**src/rtl/droplet_valve_sequencer_core_assert.svh**
```systemverilog
// Assertion macros shared by the droplet valve sequencer RTL.
`ifndef DROPLET_VALVE_SEQUENCER_CORE_ASSERT_SVH
`define DROPLET_VALVE_SEQUENCER_CORE_ASSERT_SVH

// Same-cycle implication, disabled while reset is high.
`define DVS_ASSERT_IMPLY(lbl, clk, rst, ante, cons) \
   lbl: assert property (@(posedge clk) disable iff (rst) (ante) |-> (cons)) \
      else $error("dvs: same-cycle check failed");

// Next-cycle implication, disabled while reset is high.
`define DVS_ASSERT_NEXT(lbl, clk, rst, ante, cons) \
   lbl: assert property (@(posedge clk) disable iff (rst) (ante) |=> (cons)) \
      else $error("dvs: next-cycle check failed");

`endif

```
**src/rtl/dvs_pkg.sv**
```systemverilog
// Types and constants of the droplet valve sequencer.
package dvs_pkg;

   // operation codes
   localparam logic [2:0] OP_TICK           = 3'd0;
   localparam logic [2:0] OP_START          = 3'd1;
   localparam logic [2:0] OP_RESET_COUNTS   = 3'd2;
   localparam logic [2:0] OP_DISABLE_PRINT  = 3'd3;
   localparam logic [2:0] OP_DISABLE_REFUEL = 3'd4;

   // register indexes
   localparam int unsigned CSR_INDEX_W = 3;
   localparam logic [CSR_INDEX_W-1:0] REG_PRINT_INTERVAL      = 3'd0;
   localparam logic [CSR_INDEX_W-1:0] REG_REFUEL_DELAY        = 3'd1;
   localparam logic [CSR_INDEX_W-1:0] REG_PRINT_PULSE_LENGTH  = 3'd2;
   localparam logic [CSR_INDEX_W-1:0] REG_REFUEL_PULSE_LENGTH = 3'd3;
   localparam logic [CSR_INDEX_W-1:0] REG_PRESSURE_TOLERANCE  = 3'd4;

   localparam int unsigned CSR_DATA_W = 20;
   localparam int unsigned TOL_W      = 15;
   localparam int unsigned DROPLET_W  = 16;
   localparam int unsigned PRESS_W    = 16;
   localparam int unsigned OUT_CNT_W  = 16;

   // retry waits in ticks
   localparam int unsigned RETRY_LONG  = 10000;
   localparam int unsigned RETRY_SHORT = 1000;

   localparam logic [CSR_DATA_W-1:0] RST_PRINT_INTERVAL = 20'd50000;
   localparam logic [CSR_DATA_W-1:0] RST_REFUEL_DELAY   = 20'd25000;
   localparam logic [CSR_DATA_W-1:0] RST_PULSE_LENGTH   = 20'd4200;
   localparam logic [TOL_W-1:0]      RST_TOLERANCE      = 15'd20;

   typedef struct packed {
      logic [2:0]                 operation;
      logic [DROPLET_W-1:0]       droplet_count;
      logic                       paused;
      logic                       print_reg_resetting;
      logic                       print_reg_active;
      logic signed [PRESS_W-1:0]  print_pressure;
      logic signed [PRESS_W-1:0]  print_setpoint;
      logic                       refuel_reg_resetting;
      logic                       refuel_reg_active;
      logic signed [PRESS_W-1:0]  refuel_pressure;
      logic signed [PRESS_W-1:0]  refuel_setpoint;
   } step_in_type;

   typedef struct packed {
      logic [CSR_DATA_W-1:0] print_interval;
      logic [CSR_DATA_W-1:0] refuel_delay;
      logic [CSR_DATA_W-1:0] print_pulse_length;
      logic [CSR_DATA_W-1:0] refuel_pulse_length;
      logic [TOL_W-1:0]      pressure_tolerance;
   } cfg_type;

   typedef struct packed {
      logic                 print_valve;
      logic                 refuel_valve;
      logic                 printing_done;
      logic [OUT_CNT_W-1:0] printed_count;
   } result_type;

   // |pressure - setpoint| > tolerance, exact in 17 bits
   function automatic logic err_too_big(logic signed [PRESS_W-1:0] p,
                                        logic signed [PRESS_W-1:0] sp,
                                        logic [TOL_W-1:0] tol);
      logic signed [PRESS_W:0] diff;
      logic [PRESS_W:0]        mag;
      diff = (PRESS_W+1)'(p) - (PRESS_W+1)'(sp);
      mag  = diff[PRESS_W] ? (PRESS_W+1)'(-diff) : (PRESS_W+1)'(diff);
      return mag > (PRESS_W+1)'(tol);
   endfunction

endpackage

```
**src/rtl/droplet_valve_sequencer_core.sv**
```systemverilog
// Top level of the droplet valve sequencer: word channels around the scheduler.
//
// Usage:
//  - req_* carries one word per microsecond tick: an operation (tick, start,
//    reset counts, disable print, disable refuel), the droplet count for start,
//    and the pause, regulator and pressure readings for that tick.
//  - rsp_* returns one word per request word: both valve drives, the done
//    flag and the printed droplet count after that tick.
//  - csr_* writes the timing and tolerance registers; write only while idle.
//  - The accepting edge loads the input register; the scheduler update for
//    that word lands in the response register once that register is free.
//  - Throughput is one word per cycle while rsp_stall is low; the scheduler
//    state update is one pass of logic between the input and response registers.
//  - The input register takes a new word while a finished response still
//    waits, so one stalled response does not stop the request side at once.
//    A stalled response holds its word; req_stall rises only when both the
//    input register and the response register are full and rsp_stall is high.
//  - Synchronous reset clears both valid flags, restores register defaults,
//    empties both task slots, zeroes the counts and sets the done flag.
`include "droplet_valve_sequencer_core_assert.svh"

module droplet_valve_sequencer_core #(
   parameter int unsigned COUNT_BITS = 16,
   parameter int unsigned TIME_BITS  = 20
) (
   input  logic                                 clock,
   input  logic                                 reset,
   input  logic                                 req_valid,
   output logic                                 req_stall,
   input  logic [2:0]                           req_operation,
   input  logic [dvs_pkg::DROPLET_W-1:0]        req_droplet_count,
   input  logic                                 req_paused,
   input  logic                                 req_print_reg_resetting,
   input  logic                                 req_print_reg_active,
   input  logic signed [dvs_pkg::PRESS_W-1:0]   req_print_pressure,
   input  logic signed [dvs_pkg::PRESS_W-1:0]   req_print_setpoint,
   input  logic                                 req_refuel_reg_resetting,
   input  logic                                 req_refuel_reg_active,
   input  logic signed [dvs_pkg::PRESS_W-1:0]   req_refuel_pressure,
   input  logic signed [dvs_pkg::PRESS_W-1:0]   req_refuel_setpoint,
   output logic                                 rsp_valid,
   input  logic                                 rsp_stall,
   output logic                                 rsp_print_valve,
   output logic                                 rsp_refuel_valve,
   output logic                                 rsp_printing_done,
   output logic [dvs_pkg::OUT_CNT_W-1:0]        rsp_printed_count,
   input  logic                                 csr_wr_en,
   input  logic [dvs_pkg::CSR_INDEX_W-1:0]      csr_index,
   input  logic [dvs_pkg::CSR_DATA_W-1:0]       csr_wr_data
);
   import dvs_pkg::*;

   step_in_type in_data_ff, in_data_in;
   logic        in_valid_ff, in_valid_in;
   result_type  rsp_data_ff, step_result;
   logic        rsp_valid_ff, rsp_valid_in;
   cfg_type     cfg;
   logic        advance;
   logic        step_en;
   logic        req_take;

   // response register frees up when empty or being taken
   assign advance   = !rsp_valid_ff || !rsp_stall;
   assign step_en   = in_valid_ff && advance;
   assign req_stall = in_valid_ff && !advance;
   assign req_take  = req_valid && !req_stall;

   always_comb begin
      in_data_in.operation            = req_operation;
      in_data_in.droplet_count        = req_droplet_count;
      in_data_in.paused               = req_paused;
      in_data_in.print_reg_resetting  = req_print_reg_resetting;
      in_data_in.print_reg_active     = req_print_reg_active;
      in_data_in.print_pressure       = req_print_pressure;
      in_data_in.print_setpoint       = req_print_setpoint;
      in_data_in.refuel_reg_resetting = req_refuel_reg_resetting;
      in_data_in.refuel_reg_active    = req_refuel_reg_active;
      in_data_in.refuel_pressure      = req_refuel_pressure;
      in_data_in.refuel_setpoint      = req_refuel_setpoint;
   end

   assign in_valid_in  = req_take ? 1'b1 : (step_en ? 1'b0 : in_valid_ff);
   assign rsp_valid_in = step_en ? 1'b1 : (advance ? 1'b0 : rsp_valid_ff);

   always_ff @(posedge clock) begin
      if (reset) begin
         in_valid_ff  <= 1'b0;
         rsp_valid_ff <= 1'b0;
      end else begin
         in_valid_ff  <= in_valid_in;
         rsp_valid_ff <= rsp_valid_in;
      end
   end

   // payload registers, no reset
   always_ff @(posedge clock) begin
      if (req_take)
         in_data_ff <= in_data_in;
      if (step_en)
         rsp_data_ff <= step_result;
   end

   dvs_csr u_csr (
      .clock   (clock),
      .reset   (reset),
      .wr_en   (csr_wr_en),
      .index   (csr_index),
      .wr_data (csr_wr_data),
      .cfg     (cfg)
   );

   dvs_sched #(
      .COUNT_BITS (COUNT_BITS),
      .TIME_BITS  (TIME_BITS)
   ) u_sched (
      .clock   (clock),
      .reset   (reset),
      .step_en (step_en),
      .step_in (in_data_ff),
      .cfg     (cfg),
      .result  (step_result)
   );

   assign rsp_valid         = rsp_valid_ff;
   assign rsp_print_valve   = rsp_data_ff.print_valve;
   assign rsp_refuel_valve  = rsp_data_ff.refuel_valve;
   assign rsp_printing_done = rsp_data_ff.printing_done;
   assign rsp_printed_count = rsp_data_ff.printed_count;

   // a processed word always shows up as a response
   `DVS_ASSERT_NEXT(a_step_fills_rsp, clock, reset, step_en, rsp_valid_ff)
   // back-pressure only with a word held in the input register
   `DVS_ASSERT_IMPLY(a_stall_needs_word, clock, reset, req_stall, in_valid_ff && rsp_valid_ff)

endmodule

```
**src/rtl/dvs_csr.sv**
```systemverilog
// Configuration registers of the droplet valve sequencer.
module dvs_csr (
   input  logic                             clock,
   input  logic                             reset,
   input  logic                             wr_en,
   input  logic [dvs_pkg::CSR_INDEX_W-1:0]  index,
   input  logic [dvs_pkg::CSR_DATA_W-1:0]   wr_data,
   output dvs_pkg::cfg_type                 cfg
);
   import dvs_pkg::*;

   cfg_type cfg_ff, cfg_in;

   always_comb begin
      cfg_in = cfg_ff;
      if (wr_en) begin
         case (index)
            REG_PRINT_INTERVAL:      cfg_in.print_interval      = wr_data;
            REG_REFUEL_DELAY:        cfg_in.refuel_delay        = wr_data;
            REG_PRINT_PULSE_LENGTH:  cfg_in.print_pulse_length  = wr_data;
            REG_REFUEL_PULSE_LENGTH: cfg_in.refuel_pulse_length = wr_data;
            REG_PRESSURE_TOLERANCE:  cfg_in.pressure_tolerance  = wr_data[TOL_W-1:0];
            default: ;
         endcase
      end
   end

   always_ff @(posedge clock) begin
      if (reset) begin
         cfg_ff.print_interval      <= RST_PRINT_INTERVAL;
         cfg_ff.refuel_delay        <= RST_REFUEL_DELAY;
         cfg_ff.print_pulse_length  <= RST_PULSE_LENGTH;
         cfg_ff.refuel_pulse_length <= RST_PULSE_LENGTH;
         cfg_ff.pressure_tolerance  <= RST_TOLERANCE;
      end else begin
         cfg_ff <= cfg_in;
      end
   end

   assign cfg = cfg_ff;

endmodule

```
**src/rtl/dvs_sched.sv**
```systemverilog
// Task scheduler state and per-tick update of the droplet valve sequencer.
`include "droplet_valve_sequencer_core_assert.svh"

module dvs_sched #(
   parameter int unsigned COUNT_BITS = 16,
   parameter int unsigned TIME_BITS  = 20
) (
   input  logic                 clock,
   input  logic                 reset,
   input  logic                 step_en,
   input  dvs_pkg::step_in_type step_in,
   input  dvs_pkg::cfg_type     cfg,
   output dvs_pkg::result_type  result
);
   import dvs_pkg::*;

   localparam logic [TIME_BITS-1:0]  TIME_MAX  = '1;
   localparam logic [COUNT_BITS-1:0] COUNT_MAX = '1;
   localparam logic [TIME_BITS-1:0]  T_LONG    = TIME_BITS'(RETRY_LONG);
   localparam logic [TIME_BITS-1:0]  T_SHORT   = TIME_BITS'(RETRY_SHORT);

   function automatic logic [TIME_BITS-1:0] clamp_time(logic [CSR_DATA_W-1:0] v);
      return (32'(v) > 32'(TIME_MAX)) ? TIME_MAX : TIME_BITS'(v);
   endfunction

   logic [TIME_BITS-1:0]  print_wait_ff, print_wait_in;
   logic [TIME_BITS-1:0]  refuel_wait_ff, refuel_wait_in;
   logic [TIME_BITS-1:0]  print_pulse_left_ff, print_pulse_left_in;
   logic [TIME_BITS-1:0]  refuel_pulse_left_ff, refuel_pulse_left_in;
   logic [COUNT_BITS-1:0] target_total_ff, target_total_in;
   logic [COUNT_BITS-1:0] printed_total_ff, printed_total_in;
   logic print_pending_ff, print_pending_in;
   logic refuel_pending_ff, refuel_pending_in;
   logic done_flag_ff, done_flag_in;
   logic reset_seen_ff, reset_seen_in;
   logic refuel_wanted_ff, refuel_wanted_in;
   logic print_enable_ff, print_enable_in;
   logic refuel_enable_ff, refuel_enable_in;

   always_comb begin
      logic [32:0] tsum;
      print_wait_in        = print_wait_ff;
      refuel_wait_in       = refuel_wait_ff;
      print_pulse_left_in  = print_pulse_left_ff;
      refuel_pulse_left_in = refuel_pulse_left_ff;
      target_total_in      = target_total_ff;
      printed_total_in     = printed_total_ff;
      print_pending_in     = print_pending_ff;
      refuel_pending_in    = refuel_pending_ff;
      done_flag_in         = done_flag_ff;
      reset_seen_in        = reset_seen_ff;
      refuel_wanted_in     = refuel_wanted_ff;
      print_enable_in      = print_enable_ff;
      refuel_enable_in     = refuel_enable_ff;
      tsum = 33'(target_total_ff) + 33'(step_in.droplet_count);

      // operation first
      case (step_in.operation)
         OP_START: begin
            target_total_in  = (tsum > 33'(COUNT_MAX)) ? COUNT_MAX : COUNT_BITS'(tsum);
            done_flag_in     = 1'b0;
            print_pending_in = 1'b1;
            print_wait_in    = '0;
         end
         OP_RESET_COUNTS: begin
            target_total_in  = '0;
            printed_total_in = '0;
            done_flag_in     = 1'b1;
            reset_seen_in    = 1'b0;
         end
         OP_DISABLE_PRINT:  print_enable_in  = 1'b0;
         OP_DISABLE_REFUEL: refuel_enable_in = 1'b0;
         default: ;
      endcase

      // print task
      if (print_pending_in && print_wait_in == '0) begin
         print_pending_in = 1'b0;
         if (step_in.paused) begin
            print_pending_in = 1'b1;
            print_wait_in    = T_LONG;
         end else if (printed_total_in >= target_total_in) begin
            done_flag_in     = 1'b1;
            print_enable_in  = 1'b1;
            refuel_enable_in = 1'b1;
         end else if (refuel_wanted_in) begin
            refuel_pending_in = 1'b1;
            refuel_wait_in    = '0;
            print_pending_in  = 1'b1;
            print_wait_in     = T_LONG;
         end else if (step_in.print_reg_resetting) begin
            reset_seen_in    = 1'b1;
            print_pending_in = 1'b1;
            print_wait_in    = T_LONG;
         end else begin
            reset_seen_in = 1'b0;
            if (step_in.print_reg_active &&
                err_too_big(step_in.print_pressure, step_in.print_setpoint,
                            cfg.pressure_tolerance)) begin
               print_pending_in = 1'b1;
               print_wait_in    = T_SHORT;
            end else begin
               if (print_enable_in)
                  print_pulse_left_in = clamp_time(cfg.print_pulse_length);
               refuel_wanted_in = 1'b1;
               if (printed_total_in != COUNT_MAX)
                  printed_total_in = printed_total_in + 1'b1;
               refuel_pending_in = 1'b1;
               refuel_wait_in    = clamp_time(cfg.refuel_delay);
               print_pending_in  = 1'b1;
               print_wait_in     = clamp_time(cfg.print_interval);
            end
         end
      end

      // refuel task, sees what the print task left
      if (refuel_pending_in && refuel_wait_in == '0) begin
         refuel_pending_in = 1'b0;
         if (step_in.paused) begin
            refuel_pending_in = 1'b1;
            refuel_wait_in    = T_LONG;
         end else if (!refuel_wanted_in) begin
            refuel_pending_in = 1'b0;
         end else if (step_in.refuel_reg_resetting) begin
            refuel_pending_in = 1'b1;
            refuel_wait_in    = T_LONG;
         end else if (step_in.refuel_reg_active &&
                      err_too_big(step_in.refuel_pressure, step_in.refuel_setpoint,
                                  cfg.pressure_tolerance)) begin
            refuel_pending_in = 1'b1;
            refuel_wait_in    = T_SHORT;
         end else begin
            if (refuel_enable_in)
               refuel_pulse_left_in = clamp_time(cfg.refuel_pulse_length);
            refuel_wanted_in = 1'b0;
         end
      end

      result.print_valve   = (print_pulse_left_in != '0);
      result.refuel_valve  = (refuel_pulse_left_in != '0);
      result.printing_done = done_flag_in;
      result.printed_count = OUT_CNT_W'(printed_total_in);

      // countdowns
      if (print_pulse_left_in != '0)
         print_pulse_left_in = print_pulse_left_in - 1'b1;
      if (refuel_pulse_left_in != '0)
         refuel_pulse_left_in = refuel_pulse_left_in - 1'b1;
      if (print_pending_in && print_wait_in != '0)
         print_wait_in = print_wait_in - 1'b1;
      if (refuel_pending_in && refuel_wait_in != '0)
         refuel_wait_in = refuel_wait_in - 1'b1;
   end

   always_ff @(posedge clock) begin
      if (reset) begin
         print_wait_ff        <= '0;
         refuel_wait_ff       <= '0;
         print_pulse_left_ff  <= '0;
         refuel_pulse_left_ff <= '0;
         target_total_ff      <= '0;
         printed_total_ff     <= '0;
         print_pending_ff     <= 1'b0;
         refuel_pending_ff    <= 1'b0;
         done_flag_ff         <= 1'b1;
         reset_seen_ff        <= 1'b0;
         refuel_wanted_ff     <= 1'b0;
         print_enable_ff      <= 1'b1;
         refuel_enable_ff     <= 1'b1;
      end else if (step_en) begin
         print_wait_ff        <= print_wait_in;
         refuel_wait_ff       <= refuel_wait_in;
         print_pulse_left_ff  <= print_pulse_left_in;
         refuel_pulse_left_ff <= refuel_pulse_left_in;
         target_total_ff      <= target_total_in;
         printed_total_ff     <= printed_total_in;
         print_pending_ff     <= print_pending_in;
         refuel_pending_ff    <= refuel_pending_in;
         done_flag_ff         <= done_flag_in;
         reset_seen_ff        <= reset_seen_in;
         refuel_wanted_ff     <= refuel_wanted_in;
         print_enable_ff      <= print_enable_in;
         refuel_enable_ff     <= refuel_enable_in;
      end
   end

   // an idle slot always has a spent wait
   `DVS_ASSERT_IMPLY(a_print_idle_wait, clock, reset, !print_pending_ff, print_wait_ff == '0)
   `DVS_ASSERT_IMPLY(a_refuel_idle_wait, clock, reset, !refuel_pending_ff, refuel_wait_ff == '0)
   // printing never overshoots the target
   `DVS_ASSERT_IMPLY(a_count_le_target, clock, reset, 1'b1,
                     printed_total_ff <= target_total_ff)

endmodule
```
**config.mk**
```make
export PLATFORM = sky130hd
export DESIGN_NAME = droplet_valve_sequencer_core
export DESIGN_NICKNAME = d
export VERILOG_FILES = /design/src/rtl/dvs_pkg.sv /design/src/rtl/droplet_valve_sequencer_core.sv /design/src/rtl/dvs_csr.sv /design/src/rtl/dvs_sched.sv
export VERILOG_INCLUDE_DIRS = /design/src /design/src/rtl
export SDC_FILE = /design/constraint.sdc
export NUM_CORES = 1
export LEC_CHECK = 0
export BUFFER_PORTS_ARGS = -buffer_cell sky130_fd_sc_hd__buf_2
export CORE_UTILIZATION = 67
export DETAILED_ROUTE_END_ITERATION = 10
export GPL_TIMING_DRIVEN = 0
export PLACE_DENSITY = 0.87
export SYNTH_ARGS = -nofsm -noshare
export SYNTH_HDL_FRONTEND = slang
export SYNTH_SLANG_ARGS = --single-unit
```
**constraint.sdc**
```tcl
create_clock -name clock -period 23.3 [get_ports clock]
set_input_delay 4.66 -clock clock [delete_from_list [all_inputs] [get_ports clock]]
set_output_delay 4.66 -clock clock [all_outputs]
set_load 0.01 [all_outputs]
```
==> flow_summary_export.csv <==
group,metric,value,unit
power,p_total,1.88,mW
setup_path,worstPathMaxFanout,10,
yosys,synth_edf_count,107,
setup_path,path_delay_family,"compound AO/OA/AOI/OAI gates",
clock_tree,cts_resized,0,
setup_path,path_class,"flip-flop to flip-flop",
global_route,track_usage,43.7,%
global_route,grt_pass1_vias,19600,
floorplan,dieArea,30800,sq um
setup_path,crit_path_end,"u_sched.refuel_pulse_left_ff[5]$_SDFFE_PP0P_",
yosys,synth_top_cell_area_share,21.3,%
setup_path,critical_path_required,23.67,ns
yosys,synth_ff_type,"dfxtp_1",
flow_run,cap_violations,0,
global_route,grt-ovfl-total,0,
sta,setup_violations,0,
yosys,yosysWarningCount,0,
yosys,synth_commonest_cells,"395 x nand2_1, 221 x a21oi_1, 215 x dfxtp_1, 205 x nor2_1, 111 x o21ai_0",
yosys,synth.most_common_cell,"nand2_1",
floorplan,io_pins,137,
sta,finClkSkew,0.0168,ns
sta,period_share,50.8,%
global_route,antenna_found_initial,1,
yosys,syn_area,20200,sq um
floorplan,initial_utilization,68.1,%
sta,rsz0062_at_grt,"false",
floorplan,die_h,176,um
yosys,synth_nets,2674,
routing,via_per_inst,6.85,
sta,finalHoldViolCount,0,
setup_path,slowest_delay,0.63,ns
setup_path,crit_top_cell,"o21ai_0",
sta,fmax,84.5,MHz
global_route,grt_max_degree,41,
setup_path,slowest_stage,"a311oi_1",
setup_path,reg2reg_depth,43,
yosys,yosys.area.top_type,"dfxtp_1",
sta,slew_violations,0,
global_route,grt_pass1_wl,105000,um
setup_path,ff2ff_setup_slack,11.46,ns
hold_path,whs_path_depth,2,
sta,final.min_clock_period,11.84,ns
yosys,synth_area_leaders,"dfxtp_1 21%, edfxtp_1 16%, nand2_1 7.3%",
clock_tree,htree_levels,2,
setup_path,worstReg2RegEnd,"u_sched.refuel_pulse_left_ff[5]$_SDFFE_PP0P_",
power,p_per_area,83.3,nW/um^2
run_status,status,"finished clean",
routing,wl_per_cell,22.6,um
sta,setup_tns,0,ns
yosys,yosysUniqueCellTypes,106,
setup_path,reg2reg_from,"in_data_ff[69]$_DFFE_PP_",
yosys,synthCells,2452,
routing,route.antenna.remaining_nets,0,
routing,drt_iter0_markers,2958,
clock_tree,cts_num_sinks,322,
clock_tree,post_cts_buffers,0,
clock_tree,clock_latency,0.53,ns
clock_tree,cts_hold_buf,0,
layout,syn2layout_area_growth,11.6,%
hold_path,min_path_type,"flip-flop to flip-flop",
clock_tree,cts-buffers-inserted,36,
clock_tree,cts_root_buf,"clkbuf_16",
floorplan,row_count,63,
sta,max_slew_margin,14.1,%
floorplan,core_area,29600,sq um
clock_tree,clk_pin_slew,0.06,ns
routing,vias,20800,
clock_tree,cts_tree,"yes",
place,place_congestion,1.00,
layout,final_nets,2849,
yosys,async_reset_ff_share,0,%
setup_path,critPathLaunch,"in_data_ff[69]$_DFFE_PP_",
setup_path,critPathLaunchType,"flip-flop",
place,io_buffer_count,135,
layout,drive_above_1_share,9.95,%
routing,drc,0,
power,power.leakage,8.74,nW
yosys,seq_area_frac_synth,37.2,%
routing,wl,68700,um
place,hpwlAfterDp,49200,um
setup_path,crit_buf_inv,4,
floorplan,die_w,176,um
clock_tree,clock_path_buffers,3,
yosys,synth.ff_latch_count,322,
setup_path,cp.depth,43,
setup_path,end_kind,"flip-flop",
yosys,syn_avg_cell_area,8.23,sq um
power,ir_worst_vdd,76.3,uV
routing,dr.pass1.iters,8,
sta,tightestPinTransition,1.29,ns
setup_path,arrival,12.21,ns
## cell type report
cell class,count,area (sq um)
antenna,1,2.50
buffer,118,492
clock buffer,50,1030
clock inverter,14,103
fill,2149,7110
inverter,102,383
multi-input combinational,1910,11800
sequential,322,7520
tap,390,488
timing repair buffer,137,716
## power breakdown
group	internal (mW)	total [mW]	leakage (nW)	switching [mW]
Sequential	0.626	0.664	2.78	0.0376
Clock	0.319	0.557	0.556	0.238
Combinational	0.247	0.657	5.40	0.410
Total	1.19	1.88	8.74	0.685
## worst reg2reg max path, delay by kind of cell, from the launching register on
family	cells	cell delay, ns
DFF	1	0.37
and+or+nand+nor	10	2.59
adders and majority gates	4	1.07
AOI/OAI and AO/OA	23	5.60
muxes	2	0.76
buffers and inverters	4	1.29
## worst min-delay path by stage
stage	from	end	slack [ns]
detailed placement	u_sched.refuel_wait_ff[6]$_SDFFE_PP0P_	u_sched.refuel_wait_ff[6]$_SDFFE_PP0P_	0.45
global placement	u_sched.refuel_wait_ff[6]$_SDFFE_PP0P_	u_sched.refuel_wait_ff[6]$_SDFFE_PP0P_	0.44
floorplan	u_sched.refuel_wait_ff[6]$_SDFFE_PP0P_	u_sched.refuel_wait_ff[6]$_SDFFE_PP0P_	0.43
finish	u_csr.cfg[54]$_SDFFE_PP0P_	u_csr.cfg[54]$_SDFFE_PP0P_	0.46
CTS	u_sched.refuel_wait_ff[6]$_SDFFE_PP0P_	u_sched.refuel_wait_ff[6]$_SDFFE_PP0P_	0.46
global route	u_csr.cfg[9]$_SDFFE_PP0P_	u_csr.cfg[9]$_SDFFE_PP0P_	0.47
## logic make-up after synthesis
kind of cell | count (synthesis) | share of synthesized area, %
AND/OR/NAND/NOR | 995 | 23.5
AO/OA/AOI/OAI | 671 | 22.0
buffers and inverters | 220 | 4.33
multiplexers | 45 | 2.29
XOR/XNOR | 93 | 4.04
adder cells (fa/ha/maj) | 106 | 6.68
flip-flops | 322 | 37.2
## sequential cells by signal, indices dropped and copies added, names as in the netlist, 16 cells and up
name	count
u_sched.print_wait_ff	20
u_sched.refuel_wait_ff	20
in_data_ff	88
u_sched.refuel_pulse_left_ff	20
u_sched.printed_total_ff	16
rsp_printed_count	16
u_csr.cfg	95
u_sched.print_pulse_left_ff	20
u_sched.target_total_ff	16
## cells in the final DEF, fill, tap and decap left out, types with 60 or more instances in the layout
master and count:
edfxtp_1 107, xnor2_1 65, nand2_1 395, buf_2 147
nand3_1 87, clkbuf_1 98, ha_1 103, dfxtp_1 215
o21ai_0 111, inv_1 101, a21oi_1 221, nor3_1 60
nor2_1 205
## metal layers
metal | share of wire, % | GRT usage, %
met1 | 37 | 54.3
met5 | 0 | 0
met3 | 11 | 8.66
met4 | 6.8 | 25.8
met2 | 45 | 70.5
## metrics by stage
step           hold slack, ns  setup WS (ns)  std cells  instance area (sq um)  util (%)
5_1_grt                 0.474          10.82       3043                  22500      76.0
4_1_cts                 0.456          11.89       3043                  22500      76.0
3_5_place_dp            0.447          12.05       2979                  21400      72.2
6_report                0.462          11.46       3044                  22500      76.0
3_3_place_gp            0.440          12.36       2977                  21400      72.0
2_1_floorplan           0.428          13.76       2452                  20200         -
Note: power is estimated with default switching activity, not from simulation.
